## src/rtl/core/aff2d_pkg.sv

```systemverilog
package aff2d_pkg;

   localparam int OUT_WIDTH        = 42;
   localparam int PARAM_WIDTH      = 16;
   localparam int ANGLE_WIDTH      = 9;
   localparam int MODE_WIDTH       = 3;
   localparam int CSR_DATA_WIDTH   = 32;
   localparam int CSR_ADDR_WIDTH   = 5;
   localparam int ROM_DEPTH        = 91;
   localparam int ROM_INDEX_WIDTH  = 7;
   localparam int QUARTER_TURN_DEG = 90;
   localparam int HALF_TURN_DEG    = 180;
   localparam int FULL_TURN_DEG    = 360;
   localparam int Q30_FRAC_BITS    = 30;
   localparam longint unsigned PI_Q30 = 64'd3373259426;

   localparam int TAYLOR_TERMS = 10;
   localparam longint unsigned TAYLOR_DIV [TAYLOR_TERMS] =
      '{64'd2, 64'd12, 64'd30, 64'd56, 64'd90, 64'd132, 64'd182, 64'd240, 64'd306, 64'd380};

   typedef enum logic [MODE_WIDTH-1:0] {
      MODE_TRANSLATE = 3'd0,
      MODE_ROTATE    = 3'd1,
      MODE_SCALE     = 3'd2,
      MODE_SHEAR     = 3'd3,
      MODE_REFLECT   = 3'd4
   } mode_type;

   typedef enum logic [2:0] {
      REG_MODE         = 3'd0,
      REG_PARAM_X      = 3'd1,
      REG_PARAM_Y      = 3'd2,
      REG_ANGLE_DEG    = 3'd3,
      REG_REFLECT_AXIS = 3'd4
   } reg_idx_type;

   typedef struct packed {
      logic [MODE_WIDTH-1:0]         mode;
      logic signed [PARAM_WIDTH-1:0] param_x;
      logic signed [PARAM_WIDTH-1:0] param_y;
      logic [ANGLE_WIDTH-1:0]        angle_deg;
      logic                          reflect_axis;
   } cfg_type;

   // Cosine of a whole-degree angle in Q30, clamped at zero.
   function automatic longint unsigned cos_q30(input int unsigned deg);
      longint unsigned x;
      longint unsigned x2;
      longint unsigned term;
      longint          sum;
      x    = (64'(deg) * PI_Q30 + 64'(HALF_TURN_DEG / 2)) / HALF_TURN_DEG;
      x2   = (x * x + (64'd1 << (Q30_FRAC_BITS - 1))) >> Q30_FRAC_BITS;
      term = 64'd1 << Q30_FRAC_BITS;
      sum  = 64'sd1 <<< Q30_FRAC_BITS;
      for (int k = 0; k < TAYLOR_TERMS; k++) begin
         term = ((term * x2) >> Q30_FRAC_BITS) / TAYLOR_DIV[k];
         if ((k % 2) == 0) begin
            sum = sum - longint'(term);
         end else begin
            sum = sum + longint'(term);
         end
      end
      if (sum < 0) begin
         sum = 0;
      end
      return longint'(sum);
   endfunction

endpackage

```

## src/rtl/core/aff2d_req_if.sv

```systemverilog
interface aff2d_req_if #(
   parameter int COORD_WIDTH = 16
);
   logic                          valid;
   logic                          ready;
   logic signed [COORD_WIDTH-1:0] x_in;
   logic signed [COORD_WIDTH-1:0] y_in;

   modport source (output valid, output x_in, output y_in, input ready);
   modport sink   (input valid, input x_in, input y_in, output ready);
endinterface

```

## src/rtl/core/aff2d_rsp_if.sv

```systemverilog
interface aff2d_rsp_if;
   logic                                    valid;
   logic                                    ready;
   logic signed [aff2d_pkg::OUT_WIDTH-1:0]  x_out;
   logic signed [aff2d_pkg::OUT_WIDTH-1:0]  y_out;

   modport source (output valid, output x_out, output y_out, input ready);
   modport sink   (input valid, input x_out, input y_out, output ready);
endinterface

```

## src/rtl/core/aff2d_csr.sv

```systemverilog
module aff2d_csr (
   input  logic                                  clock,
   input  logic                                  reset,
   input  logic                                  csr_psel,
   input  logic                                  csr_penable,
   input  logic                                  csr_pwrite,
   input  logic [aff2d_pkg::CSR_ADDR_WIDTH-1:0]  csr_paddr,
   input  logic [aff2d_pkg::CSR_DATA_WIDTH-1:0]  csr_pwdata,
   output logic [aff2d_pkg::CSR_DATA_WIDTH-1:0]  csr_prdata,
   output logic                                  csr_pready,
   output aff2d_pkg::cfg_type                    cfg
);

   aff2d_pkg::cfg_type     cfg_ff;
   aff2d_pkg::cfg_type     cfg_in;
   aff2d_pkg::reg_idx_type reg_idx;
   logic                   wr_en;

   assign reg_idx    = aff2d_pkg::reg_idx_type'(csr_paddr[4:2]);
   assign wr_en      = csr_psel && csr_penable && csr_pwrite;
   assign csr_pready = 1'b1;
   assign cfg        = cfg_ff;

   always_comb begin
      cfg_in = cfg_ff;
      if (wr_en) begin
         unique case (reg_idx)
            aff2d_pkg::REG_MODE:         cfg_in.mode = csr_pwdata[aff2d_pkg::MODE_WIDTH-1:0];
            aff2d_pkg::REG_PARAM_X:      cfg_in.param_x = csr_pwdata[aff2d_pkg::PARAM_WIDTH-1:0];
            aff2d_pkg::REG_PARAM_Y:      cfg_in.param_y = csr_pwdata[aff2d_pkg::PARAM_WIDTH-1:0];
            aff2d_pkg::REG_ANGLE_DEG:    cfg_in.angle_deg = csr_pwdata[aff2d_pkg::ANGLE_WIDTH-1:0];
            aff2d_pkg::REG_REFLECT_AXIS: cfg_in.reflect_axis = csr_pwdata[0];
            default:                     cfg_in = cfg_ff;
         endcase
      end
   end

   always_comb begin
      unique case (reg_idx)
         aff2d_pkg::REG_MODE:
            csr_prdata = aff2d_pkg::CSR_DATA_WIDTH'(cfg_ff.mode);
         aff2d_pkg::REG_PARAM_X:
            csr_prdata = aff2d_pkg::CSR_DATA_WIDTH'($unsigned(cfg_ff.param_x));
         aff2d_pkg::REG_PARAM_Y:
            csr_prdata = aff2d_pkg::CSR_DATA_WIDTH'($unsigned(cfg_ff.param_y));
         aff2d_pkg::REG_ANGLE_DEG:
            csr_prdata = aff2d_pkg::CSR_DATA_WIDTH'(cfg_ff.angle_deg);
         aff2d_pkg::REG_REFLECT_AXIS:
            csr_prdata = aff2d_pkg::CSR_DATA_WIDTH'(cfg_ff.reflect_axis);
         default:
            csr_prdata = '0;
      endcase
   end

   always_ff @(posedge clock) begin
      if (reset) begin
         cfg_ff <= '0;
      end else begin
         cfg_ff <= cfg_in;
      end
   end

endmodule

```

## src/rtl/core/affine_point_transform_2d_unit.sv

```systemverilog
// Channel  Dir  Fields                Word
// req      in   x_in, y_in            one signed vertex
// rsp      out  x_out, y_out          transformed vertex, 42-bit signed fixed point
// csr      in   APB registers 0..4    mode, param_x, param_y, angle_deg, reflect_axis
//
// Four register stages: operand select with cosine ROM lookup, multiply, sum, round/scale.
// rsp valid is the stage 4 valid bit; the word leaves when rsp is ready. One word enters
// per cycle while stage 1 can advance. Each stage advances when empty or the next one
// advances. A stall on rsp holds every full stage; bubbles close up while the output waits.
// Synchronous reset clears the stage valid bits and the configuration registers.
module affine_point_transform_2d_unit #(
   parameter int COORD_WIDTH    = 16,
   parameter int OUT_FRAC_BITS  = 8,
   parameter int TRIG_FRAC_BITS = 14
) (
   input  logic                                  clock,
   input  logic                                  reset,
   aff2d_req_if.sink                             req_port,
   aff2d_rsp_if.source                           rsp_port,
   input  logic                                  csr_psel,
   input  logic                                  csr_penable,
   input  logic                                  csr_pwrite,
   input  logic [aff2d_pkg::CSR_ADDR_WIDTH-1:0]  csr_paddr,
   input  logic [aff2d_pkg::CSR_DATA_WIDTH-1:0]  csr_pwdata,
   output logic [aff2d_pkg::CSR_DATA_WIDTH-1:0]  csr_prdata,
   output logic                                  csr_pready
);

   localparam int TW   = TRIG_FRAC_BITS + 2;
   localparam int AW   = (COORD_WIDTH > aff2d_pkg::PARAM_WIDTH) ?
                         COORD_WIDTH : aff2d_pkg::PARAM_WIDTH;
   localparam int BW   = (TW > aff2d_pkg::PARAM_WIDTH) ? TW : aff2d_pkg::PARAM_WIDTH;
   localparam int PW   = AW + BW;
   localparam int SW   = PW + 1;
   localparam int EW   = (SW + 16 > aff2d_pkg::OUT_WIDTH) ? SW + 16 : aff2d_pkg::OUT_WIDTH;
   localparam int DIFF = OUT_FRAC_BITS - TRIG_FRAC_BITS;
   localparam int UP   = (DIFF >= 0) ? DIFF : 0;
   localparam int DN   = (DIFF < 0) ? -DIFF : 0;
   localparam int RS   = aff2d_pkg::Q30_FRAC_BITS - TRIG_FRAC_BITS;

   localparam logic signed [EW-1:0] HALF   = (EW'(1) << DN) >>> 1;
   localparam logic signed [BW-1:0] B_ONE  = BW'(1);
   localparam logic signed [BW-1:0] B_NEG  = -B_ONE;
   localparam logic signed [BW-1:0] B_ZERO = '0;
   localparam logic signed [AW-1:0] A_ZERO = '0;

   typedef logic [TRIG_FRAC_BITS:0] rom_entry_type;
   typedef rom_entry_type rom_array_type [aff2d_pkg::ROM_DEPTH];

   function automatic rom_array_type build_rom();
      rom_array_type   rom;
      longint unsigned v;
      for (int d = 0; d < aff2d_pkg::ROM_DEPTH; d++) begin
         v = aff2d_pkg::cos_q30(d);
         v = (v + (64'd1 << (RS - 1))) >> RS;
         rom[d] = rom_entry_type'(v);
      end
      return rom;
   endfunction

   localparam rom_array_type COS_ROM = build_rom();

   aff2d_pkg::cfg_type cfg;

   aff2d_csr u_csr (
      .clock       (clock),
      .reset       (reset),
      .csr_psel    (csr_psel),
      .csr_penable (csr_penable),
      .csr_pwrite  (csr_pwrite),
      .csr_paddr   (csr_paddr),
      .csr_pwdata  (csr_pwdata),
      .csr_prdata  (csr_prdata),
      .csr_pready  (csr_pready),
      .cfg         (cfg)
   );

   // stage control
   logic v1_ff, v2_ff, v3_ff, v4_ff;
   logic adv1, adv2, adv3, adv4;

   assign adv4 = !v4_ff || rsp_port.ready;
   assign adv3 = !v3_ff || adv4;
   assign adv2 = !v2_ff || adv3;
   assign adv1 = !v1_ff || adv2;

   assign req_port.ready = adv1;
   assign rsp_port.valid = v4_ff;

   always_ff @(posedge clock) begin
      if (reset) begin
         v1_ff <= 1'b0;
         v2_ff <= 1'b0;
         v3_ff <= 1'b0;
         v4_ff <= 1'b0;
      end else begin
         if (adv1) v1_ff <= req_port.valid;
         if (adv2) v2_ff <= v1_ff;
         if (adv3) v3_ff <= v2_ff;
         if (adv4) v4_ff <= v3_ff;
      end
   end

   // angle reduction and ROM lookup
   logic [aff2d_pkg::ANGLE_WIDTH-1:0]     ang_mod;
   logic [aff2d_pkg::ANGLE_WIDTH-1:0]     ang_base;
   logic [1:0]                            quad;
   logic [aff2d_pkg::ROM_INDEX_WIDTH-1:0] rem;
   logic [aff2d_pkg::ROM_INDEX_WIDTH-1:0] rem_c;
   logic signed [TW-1:0]                  rom_r;
   logic signed [TW-1:0]                  rom_q;
   logic signed [TW-1:0]                  cos_v;
   logic signed [TW-1:0]                  sin_v;

   always_comb begin
      ang_mod = (cfg.angle_deg >= aff2d_pkg::ANGLE_WIDTH'(aff2d_pkg::FULL_TURN_DEG)) ?
                cfg.angle_deg - aff2d_pkg::ANGLE_WIDTH'(aff2d_pkg::FULL_TURN_DEG) :
                cfg.angle_deg;
      if (ang_mod < aff2d_pkg::ANGLE_WIDTH'(aff2d_pkg::QUARTER_TURN_DEG)) begin
         quad     = 2'd0;
         ang_base = '0;
      end else if (ang_mod < aff2d_pkg::ANGLE_WIDTH'(aff2d_pkg::HALF_TURN_DEG)) begin
         quad     = 2'd1;
         ang_base = aff2d_pkg::ANGLE_WIDTH'(aff2d_pkg::QUARTER_TURN_DEG);
      end else if (ang_mod < aff2d_pkg::ANGLE_WIDTH'(3 * aff2d_pkg::QUARTER_TURN_DEG)) begin
         quad     = 2'd2;
         ang_base = aff2d_pkg::ANGLE_WIDTH'(aff2d_pkg::HALF_TURN_DEG);
      end else begin
         quad     = 2'd3;
         ang_base = aff2d_pkg::ANGLE_WIDTH'(3 * aff2d_pkg::QUARTER_TURN_DEG);
      end
      rem   = aff2d_pkg::ROM_INDEX_WIDTH'(ang_mod - ang_base);
      rem_c = aff2d_pkg::ROM_INDEX_WIDTH'(aff2d_pkg::QUARTER_TURN_DEG) - rem;
      rom_r = $signed({1'b0, COS_ROM[rem]});
      rom_q = $signed({1'b0, COS_ROM[rem_c]});
      case (quad)
         2'd0: begin
            cos_v = rom_r;
            sin_v = rom_q;
         end
         2'd1: begin
            cos_v = -rom_q;
            sin_v = rom_r;
         end
         2'd2: begin
            cos_v = -rom_r;
            sin_v = -rom_q;
         end
         default: begin
            cos_v = rom_q;
            sin_v = -rom_r;
         end
      endcase
   end

   // stage 1: operand select
   logic signed [AW-1:0] xa, ya, pxa, pya;
   logic signed [BW-1:0] pxb, pyb, cb, sb;
   logic signed [AW-1:0] ax0_in, ax1_in, ay0_in, ay1_in;
   logic signed [BW-1:0] bx0_in, bx1_in, by0_in, by1_in;
   logic                 rot_in;
   logic signed [AW-1:0] ax0_ff, ax1_ff, ay0_ff, ay1_ff;
   logic signed [BW-1:0] bx0_ff, bx1_ff, by0_ff, by1_ff;
   logic                 rot1_ff;

   always_comb begin
      xa  = AW'(req_port.x_in);
      ya  = AW'(req_port.y_in);
      pxa = AW'(cfg.param_x);
      pya = AW'(cfg.param_y);
      pxb = BW'(cfg.param_x);
      pyb = BW'(cfg.param_y);
      cb  = BW'(cos_v);
      sb  = BW'(sin_v);
      ax0_in = xa;
      bx0_in = B_ONE;
      ax1_in = A_ZERO;
      bx1_in = B_ZERO;
      ay0_in = ya;
      by0_in = B_ONE;
      ay1_in = A_ZERO;
      by1_in = B_ZERO;
      rot_in = 1'b0;
      case (aff2d_pkg::mode_type'(cfg.mode))
         aff2d_pkg::MODE_TRANSLATE: begin
            ax1_in = pxa;
            bx1_in = B_ONE;
            ay1_in = pya;
            by1_in = B_ONE;
         end
         aff2d_pkg::MODE_ROTATE: begin
            bx0_in = cb;
            ax1_in = ya;
            bx1_in = -sb;
            by0_in = cb;
            ay1_in = xa;
            by1_in = sb;
            rot_in = 1'b1;
         end
         aff2d_pkg::MODE_SCALE: begin
            bx0_in = pxb;
            by0_in = pyb;
         end
         aff2d_pkg::MODE_SHEAR: begin
            ax1_in = ya;
            bx1_in = pxb;
            ay1_in = xa;
            by1_in = pyb;
         end
         aff2d_pkg::MODE_REFLECT: begin
            if (cfg.reflect_axis) begin
               bx0_in = B_NEG;
            end else begin
               by0_in = B_NEG;
            end
         end
         default: begin
            rot_in = 1'b0;
         end
      endcase
   end

   always_ff @(posedge clock) begin
      if (adv1) begin
         ax0_ff  <= ax0_in;
         ax1_ff  <= ax1_in;
         ay0_ff  <= ay0_in;
         ay1_ff  <= ay1_in;
         bx0_ff  <= bx0_in;
         bx1_ff  <= bx1_in;
         by0_ff  <= by0_in;
         by1_ff  <= by1_in;
         rot1_ff <= rot_in;
      end
   end

   // stage 2: multiply
   logic signed [PW-1:0] px0_ff, px1_ff, py0_ff, py1_ff;
   logic                 rot2_ff;

   always_ff @(posedge clock) begin
      if (adv2) begin
         px0_ff  <= PW'(ax0_ff) * PW'(bx0_ff);
         px1_ff  <= PW'(ax1_ff) * PW'(bx1_ff);
         py0_ff  <= PW'(ay0_ff) * PW'(by0_ff);
         py1_ff  <= PW'(ay1_ff) * PW'(by1_ff);
         rot2_ff <= rot1_ff;
      end
   end

   // stage 3: sum
   logic signed [SW-1:0] sx_ff, sy_ff;
   logic                 rot3_ff;

   always_ff @(posedge clock) begin
      if (adv3) begin
         sx_ff   <= SW'(px0_ff) + SW'(px1_ff);
         sy_ff   <= SW'(py0_ff) + SW'(py1_ff);
         rot3_ff <= rot2_ff;
      end
   end

   // stage 4: round or scale to the output format
   logic signed [EW-1:0] ex, ey, rx_in, ry_in;
   logic signed [aff2d_pkg::OUT_WIDTH-1:0] x_out_ff, y_out_ff;

   always_comb begin
      ex = EW'(sx_ff);
      ey = EW'(sy_ff);
      if (rot3_ff) begin
         rx_in = ((ex + HALF) >>> DN) <<< UP;
         ry_in = ((ey + HALF) >>> DN) <<< UP;
      end else begin
         rx_in = ex <<< OUT_FRAC_BITS;
         ry_in = ey <<< OUT_FRAC_BITS;
      end
   end

   always_ff @(posedge clock) begin
      if (adv4) begin
         x_out_ff <= rx_in[aff2d_pkg::OUT_WIDTH-1:0];
         y_out_ff <= ry_in[aff2d_pkg::OUT_WIDTH-1:0];
      end
   end

   assign rsp_port.x_out = x_out_ff;
   assign rsp_port.y_out = y_out_ff;

endmodule

```

## src/flat_wrapper.sv

```systemverilog
// flat-port wrapper written by rule: the top's interface ports become plain ports
module affine_point_transform_2d_unit_flat 
#(
   parameter int COORD_WIDTH    = 16,
   parameter int OUT_FRAC_BITS  = 8,
   parameter int TRIG_FRAC_BITS = 14
)
  (clock, reset, csr_psel, csr_penable, csr_pwrite, csr_paddr, csr_pwdata, csr_prdata, csr_pready, req_port_valid, req_port_x_in, req_port_y_in, req_port_ready, rsp_port_valid, rsp_port_x_out, rsp_port_y_out, rsp_port_ready);
  aff2d_req_if #(.COORD_WIDTH(COORD_WIDTH)) req_port_i ();
  aff2d_rsp_if rsp_port_i ();
  input  logic clock;
  input  logic reset;
  input  logic csr_psel;
  input  logic csr_penable;
  input  logic csr_pwrite;
  input  logic [aff2d_pkg::CSR_ADDR_WIDTH-1:0] csr_paddr;
  input  logic [aff2d_pkg::CSR_DATA_WIDTH-1:0] csr_pwdata;
  output logic [aff2d_pkg::CSR_DATA_WIDTH-1:0] csr_prdata;
  output logic csr_pready;
  input wire logic [$bits(req_port_i.valid)-1:0] req_port_valid;
  input wire logic [$bits(req_port_i.x_in)-1:0] req_port_x_in;
  input wire logic [$bits(req_port_i.y_in)-1:0] req_port_y_in;
  output wire logic [$bits(req_port_i.ready)-1:0] req_port_ready;
  output wire logic [$bits(rsp_port_i.valid)-1:0] rsp_port_valid;
  output wire logic [$bits(rsp_port_i.x_out)-1:0] rsp_port_x_out;
  output wire logic [$bits(rsp_port_i.y_out)-1:0] rsp_port_y_out;
  input wire logic [$bits(rsp_port_i.ready)-1:0] rsp_port_ready;
  assign req_port_i.valid = req_port_valid;
  assign req_port_i.x_in = req_port_x_in;
  assign req_port_i.y_in = req_port_y_in;
  assign req_port_ready = req_port_i.ready;
  assign rsp_port_valid = rsp_port_i.valid;
  assign rsp_port_x_out = rsp_port_i.x_out;
  assign rsp_port_y_out = rsp_port_i.y_out;
  assign rsp_port_i.ready = rsp_port_ready;
  affine_point_transform_2d_unit #(.COORD_WIDTH(COORD_WIDTH), .OUT_FRAC_BITS(OUT_FRAC_BITS), .TRIG_FRAC_BITS(TRIG_FRAC_BITS)) u_core (.clock(clock), .reset(reset), .req_port(req_port_i), .rsp_port(rsp_port_i), .csr_psel(csr_psel), .csr_penable(csr_penable), .csr_pwrite(csr_pwrite), .csr_paddr(csr_paddr), .csr_pwdata(csr_pwdata), .csr_prdata(csr_prdata), .csr_pready(csr_pready));
endmodule
```

## config.mk

```make
export PLATFORM = sky130hd
export DESIGN_NAME = affine_point_transform_2d_unit_flat
export DESIGN_NICKNAME = d
export VERILOG_FILES = /design/src/rtl/core/aff2d_pkg.sv /design/src/rtl/core/aff2d_req_if.sv /design/src/rtl/core/aff2d_rsp_if.sv /design/src/rtl/core/aff2d_csr.sv /design/src/rtl/core/affine_point_transform_2d_unit.sv /design/src/flat_wrapper.sv
export SDC_FILE = /design/constraint.sdc
export NUM_CORES = 2
export LEC_CHECK = 0
export ABC_AREA = 1
export BUFFER_PORTS_ARGS = -buffer_cell sky130_fd_sc_hd__buf_2
export CORE_ASPECT_RATIO = 1.4
export CORE_MARGIN = 2
export CORE_UTILIZATION = 60
export DETAILED_ROUTE_END_ITERATION = 10
export GPL_TIMING_DRIVEN = 1
export PLACE_DENSITY = 0.75
export SYNTH_ARGS = -nofsm -noshare
export SYNTH_HDL_FRONTEND = slang
export SYNTH_SLANG_ARGS = --single-unit
```

## constraint.sdc

```tcl
create_clock -name clock -period 9.65 [get_ports clock]
set_input_delay 0.4825 -clock clock [delete_from_list [all_inputs] [get_ports clock]]
set_output_delay 0.4825 -clock clock [all_outputs]
set_load 0.03 [all_outputs]
```

## Yosys cells after proc, flatten, opt, wreduce, memory -nomap -nowiden

Memory sizes are Yosys's and may differ from the RTL's.
Index checks and enable logic that the tools add are counted.

| cells by class | value |
|---|---|
| reductions and logical operators | 19 |
| $mul | 4 |
| equal/unequal tests | 10 |
| multiplexer cells | 25 |
| bitwise operators | 2 |
| add/sub/neg operators | 10 |
| $lt $le $gt $ge | 6 |

Operators by type and width:

| kind | count |
|---|---|
| one-hot mux 16 bit (3 select lines) | 6 |
| multiplier 16 x 16 -> 32 bit | 4 |
| two-way mux 42 bit | 2 |
| one-hot mux 16 bit (5 select lines) | 1 |
| adder 33 x 7 -> 34 bit, second input constant | 2 |
| adder 32 x 32 -> 33 bit | 2 |
| one-hot mux 16 bit (2 select lines) | 2 |
| two-way mux 15 bit | 4 |
| two-way mux 16 bit | 2 |
| negator 15 -> 16 bit | 2 |
| greater-or-equal comparator 8 bit, second input constant | 2 |
| negator 16 bit | 1 |
| NOT 7 -> 8 bit | 2 |
| two-way mux 7 bit | 2 |
| equality test 3 x 2 -> 1 bit, second input constant | 4 |
| AND reduction 2 bit | 5 |
| greater-or-equal comparator 9 bit, second input constant | 1 |
| < comparator 9 x 7 -> 1 bit, second input constant | 1 |
| < comparator 9 x 8 -> 1 bit, second input constant | 1 |
| < comparator 9 bit, second input constant | 1 |
| two-way mux 9 bit | 1 |
| subtractor 9 bit, second input constant | 1 |
| subtractor 7 bit | 1 |
| subtractor 7 bit, first input constant | 1 |
| other kinds (13) | 25 |

| word-level totals | value |
|---|---|
| logic and storage cells | 108 |
| flip-flop bits (word level) | 458 |
| memories kept | 2 |
| bits in read-only memories | 3,840 |

Memories:

| name | depth | width | rd ports | clocked after Yosys merged registers in | wr ports | RTL line | RTL |
|---|---|---|---|---|---|---|---|
| (name not given) | 128 | 15 | 1 | 0 | 0 | affine_point_transform_2d_unit.sv:135 | `rom_q = $signed({1'b0, COS_ROM[rem_c]});` |
| (name not given) | 128 | 15 | 1 | 0 | 0 | affine_point_transform_2d_unit.sv:134 | `rom_r = $signed({1'b0, COS_ROM[rem]});` |

## Logic depth before layout (Yosys ltp)

| depth | value |
|---|---|
| depth after elaboration | 16 |
| gate-level depth with buffers | 52 |
| gate-level depth less buffers | 47 |

## Hierarchy

Synthesis repeated with hierarchy kept, for this count alone.

| unflattened totals | value |
|---|---|
| cells, all modules | 7,696 |
| area total of the unflattened synthesis | 65,306.4 um^2 |

By module, submodules not included:

| module | instances | seq. area each (um^2) | cells an instance | area an instance (um^2) |
|---|---|---|---|---|
| affine_point_transform_2d_unit | 1 | 12,301.8 | 7,325 | 63,000.4 |
| aff2d_csr | 1 | 900.9 | 371 | 2,306.0 |

## Least setup slack after synthesis

No wires, ideal clock.

| timing | value |
|---|---|
| path kind | input -> register |
| start | in rsp_port_ready |
| end | reg u_core.ax0_ff[0], enable pin |
| slack | 2.409 ns |
| buffers on the path | 0 |
| library setup time | 0.504 ns |
| data required time | 9.146 ns |
| stages | 6 |
| arrival time | 6.737 ns |
| cell sequence | nor2_1 > inv_1 > nor2_1 > inv_1 > nor2_1 > nand2_1 |

| between the ends | value |
|---|---|
| cells in the longest elaborated chain, start to end | 4 |

RTL lines:

| element | RTL line | RTL |
|---|---|---|
| from (decl) | flat_wrapper.sv:27 | `input wire logic [$bits(rsp_port_i.ready)-1:0] rsp_port_ready;` |
| logical OR 1 bit | affine_point_transform_2d_unit.sv:82 | `assign adv4 = !v4_ff \|\| rsp_port.ready;` |
| via u_core.adv4 | affine_point_transform_2d_unit.sv:80 | `logic adv1, adv2, adv3, adv4;` |
| logical OR 1 bit | affine_point_transform_2d_unit.sv:83 | `assign adv3 = !v3_ff \|\| adv4;` |
| via u_core.adv3 | affine_point_transform_2d_unit.sv:80 |  |
| logical OR 1 bit | affine_point_transform_2d_unit.sv:84 | `assign adv2 = !v2_ff \|\| adv3;` |
| logical OR 1 bit | affine_point_transform_2d_unit.sv:85 | `assign adv1 = !v1_ff \|\| adv2;` |
| via req_port_ready | flat_wrapper.sv:23 | `output wire logic [$bits(req_port_i.ready)-1:0] req_port_ready;` |
| to (signal assigned) | affine_point_transform_2d_unit.sv:225 | `ax0_ff <= ax0_in;` |
| to (decl) | affine_point_transform_2d_unit.sv:162 | `logic signed [AW-1:0] ax0_ff, ax1_ff, ay0_ff, ay1_ff;` |

The timed path passes the listed nets, and every way through them passes these cells.
A chain may end at the register's enable or synchronous reset.

## Final worst setup path

| timing | value |
|---|---|
| start | reg u_core.by0_ff[1] |
| end | reg u_core.py0_ff[30] (data pin) |

| between the ends | value |
|---|---|
| cells in the longest elaborated chain, start to end | 1 |

RTL lines:

| element | RTL line | RTL |
|---|---|---|
| from (decl) | affine_point_transform_2d_unit.sv:163 | `logic signed [BW-1:0] bx0_ff, bx1_ff, by0_ff, by1_ff;` |
| from (signal assigned) | affine_point_transform_2d_unit.sv:231 | `by0_ff <= by0_in;` |
| multiplier 16 x 16 -> 32 bit | affine_point_transform_2d_unit.sv:245 | `py0_ff <= PW'(ay0_ff) * PW'(by0_ff);` |
| to (signal assigned) | affine_point_transform_2d_unit.sv:245 |  |
| to (decl) | affine_point_transform_2d_unit.sv:238 | `logic signed [PW-1:0] px0_ff, px1_ff, py0_ff, py1_ff;` |

No other way between the ends.

==> results.yml <==
routing:
  routed_wl_mm: 176.6
  post_drt_via_cell_ratio: 5.522
  drt_first_pass_iters: 8
  vias: 50160
  drtIter0Drc: 3799
  ant_nets: 0
  routedWlPerCell_um: 19.45
  drc: 0
finish:
  most-common-layout-cells: "inv_1 (1874), nand2_1 (1662), fa_1 (1051)"
  drive_gt1_share_pct: 6.902
  final_common_cell: "inv_1"
  area_growth_pct: 5.933
  final_nets: 9160
timing:
  fin_crit_ns: 7.609
  maxSlewViolCount: 0
  skew_ns: 0.02567
  hold_viol: 0
  worst_slew_pin_slew_ns: 1.305
  max_slew_margin_pct: 11.64
  period_share_pct: 78.85
  tns_ns: 0
  fin_hold_ws_ns: 0.05509
  rsz0062_at_grt: "false"
  max_freq_mhz: 131.4
  finalSetupViolations: 0
clock_network:
  cts_hold_buffers: 0
  htree_levels: 2
  clockRootBuffer: "clkbuf_16"
  clk_pin_slew_ns: 0.07
  cts_resized: 0
  clk_latency_ns: 0.64
  cts_tree: "built"
  clock-sinks: 456
  post-cts-setup-buffers: 0
  cts_buffers: 45
  clk_path_buf_depth: 3
power_and_ir_drop:
  p_comb_share_pct: 37.0
  p_switching_mw: 2.937
  p_clk_share_pct: 25.1
  p_per_area_nw_per_um2: 107.7
  peakVddDrop_v: 0.0001435
  switching_share_pct: 39.70
  power.internal_mw: 4.461
  p_seq_share_pct: 37.8
  power.leakage_nw: 33.90
synthesis:
  synth_edf_count: 407
  yosys_warnings: 0
  synthArstFlopShare_pct: 0
  netlist_area_um2: 64850
  seq_area_frac_synth_pct: 20.36
  synth_seq_cells: 456
  synthCells: 7571
  yosysUniqueCellTypes: 62
  ys.flop_type: "edfxtp_1"
  syn_avg_cell_area_um2: 8.566
floorplan:
  rows: 142
  fp.dieW_um: 281.9
  die_area_um2: 110800
  initial_core_util_pct: 60.53
  die_h_um: 393
  pin_count: 195
  core_um2: 107100
critical_path:
  cp_max_fo: 16
  startpoint_type: "flop"
  criticalPathCategory: "flop to flop"
  setup.worst_path.end_class: "flop"
  cp.arrival_ns: 8.01
  required_ns: 10.05
  cp_slowest_cell: "edfxtp_1"
  cpMostUsedCell: "fa_1"
  slowest_delay_ns: 0.88
global_route:
  grt_pass1_vias: 52380
  grt_pass1_wl_mm: 278.7
  grt_start_max_net_pins: 85
  gr-total-overflow: 0
  antenna_found_initial: 17
  grt_use_total_pct: 33.03
place:
  place_hpwl_mm: 144.1
  place.gp.congestion: 1.010
  port_buffers: 159
job:
  drv_cap: 0
status:
  outcome: "finished, final reports clean"
worst_hold_path:
  hp-class: "input pin to flop"
==> power groups by stage <==
stage	combinational, mW	clock [mW]	sequential (mW)
finish	2.74	1.86	2.80
global route	3.03	1.95	2.83
CTS	2.73	1.89	2.79
detailed placement	2.71	0	2.84
global placement	2.68	0	2.83
floorplan	1.69	0	2.92
==> synthesized netlist by cell type (29+ instances only) <==
library cell  number  area (um2)
a211oi_1          59       442.9
nand2_1         1663        6242
edfxtp_1         407       12220
xor2_1           183        1603
nor3_1            38       190.2
nand4_1           46       287.8
dfxtp_1           49       980.9
nand3_1          180       900.9
or2_2             64       400.4
o21ai_0          302        1511
a21oi_1          234        1171
fa_1            1051       21040
ha_1             435        5443
nand2_2           37       231.5
o22ai_1           29       181.4
xnor2_1           82       718.2
inv_1           1877        7046
o211ai_1          60       450.4
nor2_1           272        1021
clkbuf_1         267        1002
==> final timing paths <==
path	startpoint	endpoint	slack [ns]	cells after the start
worst max-delay path	u_core.by0_ff[1]	u_core.py0_ff[30]	2.04	27
worst min register to register	u_core.v3_ff	u_core.rsp_port.valid	0.46	2
worst max register to register	u_core.by0_ff[1]	u_core.py0_ff[30]	2.04	27
worst min-delay path	req_port_x_in[11]	u_core.ax0_ff[11]	0.06	1
==> worst max-delay path: cells and delay by family, from the launching register on <==
kind            cells  cell delay (ns)
fa+ha+maj           7             3.45
flops               1             0.88
buf+inv             5             0.24
simple gates        6             0.66
xor+xnor            1             0.34
compound gates      8             1.80
==> kinds of logic after synthesis <==
kind of cell | count (synthesis) | synth area share, %
adders and majority gates | 1486 | 40.84
other | 2 | 0.01158
and+or+nand+nor | 2363 | 15.13
buffers and inverters | 2206 | 13.01
xor gates and xnor gates | 265 | 3.579
DFF | 456 | 20.36
AOI/OAI and AO/OA | 793 | 7.071
==> through the flow <==
stage	utilization [%]	cells	instance area, um2	worst slack, ns	total power [mW]
6_report	64.12	9083	68700	2.041	7.398
5_1_grt	64.11	9077	68680	1.494	7.805
4_1_cts	64.11	9075	68680	2.156	7.416
3_5_place_dp	62.67	8991	67140	2.169	5.549
3_3_place_gp	62.67	8991	67140	2.155	5.502
2_1_floorplan	-	7586	64910	2.409	4.611
==> area by class of cell <==
type                    count  area [um2]
flip-flops and latches    456       13200
clock buffers              51        1179
clock inverters            33       364.1
repair buffers            279        1747
well taps                1440        1802
diodes                      8       20.02
multi-input cells        4924       43280
fillers                  9005       38440
inverters                1892        7108
==> layer usage <==
layer  part of all wire [%]  track usage (%)  up-vias
li1                       -                -    22936
met1                     34            37.08    24557
met2                     51            57.73     2021
met3                    6.6            4.842      624
met4                    8.1            22.90       22
met5                  0.083                0        -
==> sequential cells by signal, summed over array words and instances, names as in the netlist, 32 cells and up <==
register	flops
u_core.sy_ff	33
u_core.px1_ff	32
u_core.px0_ff	32
u_core.py1_ff	32
u_core.rsp_port.x_out	41
u_core.sx_ff	33
u_core.u_csr.cfg	45
u_core.rsp_port.y_out	41
u_core.py0_ff	32
(Power assumes the default switching activity.)
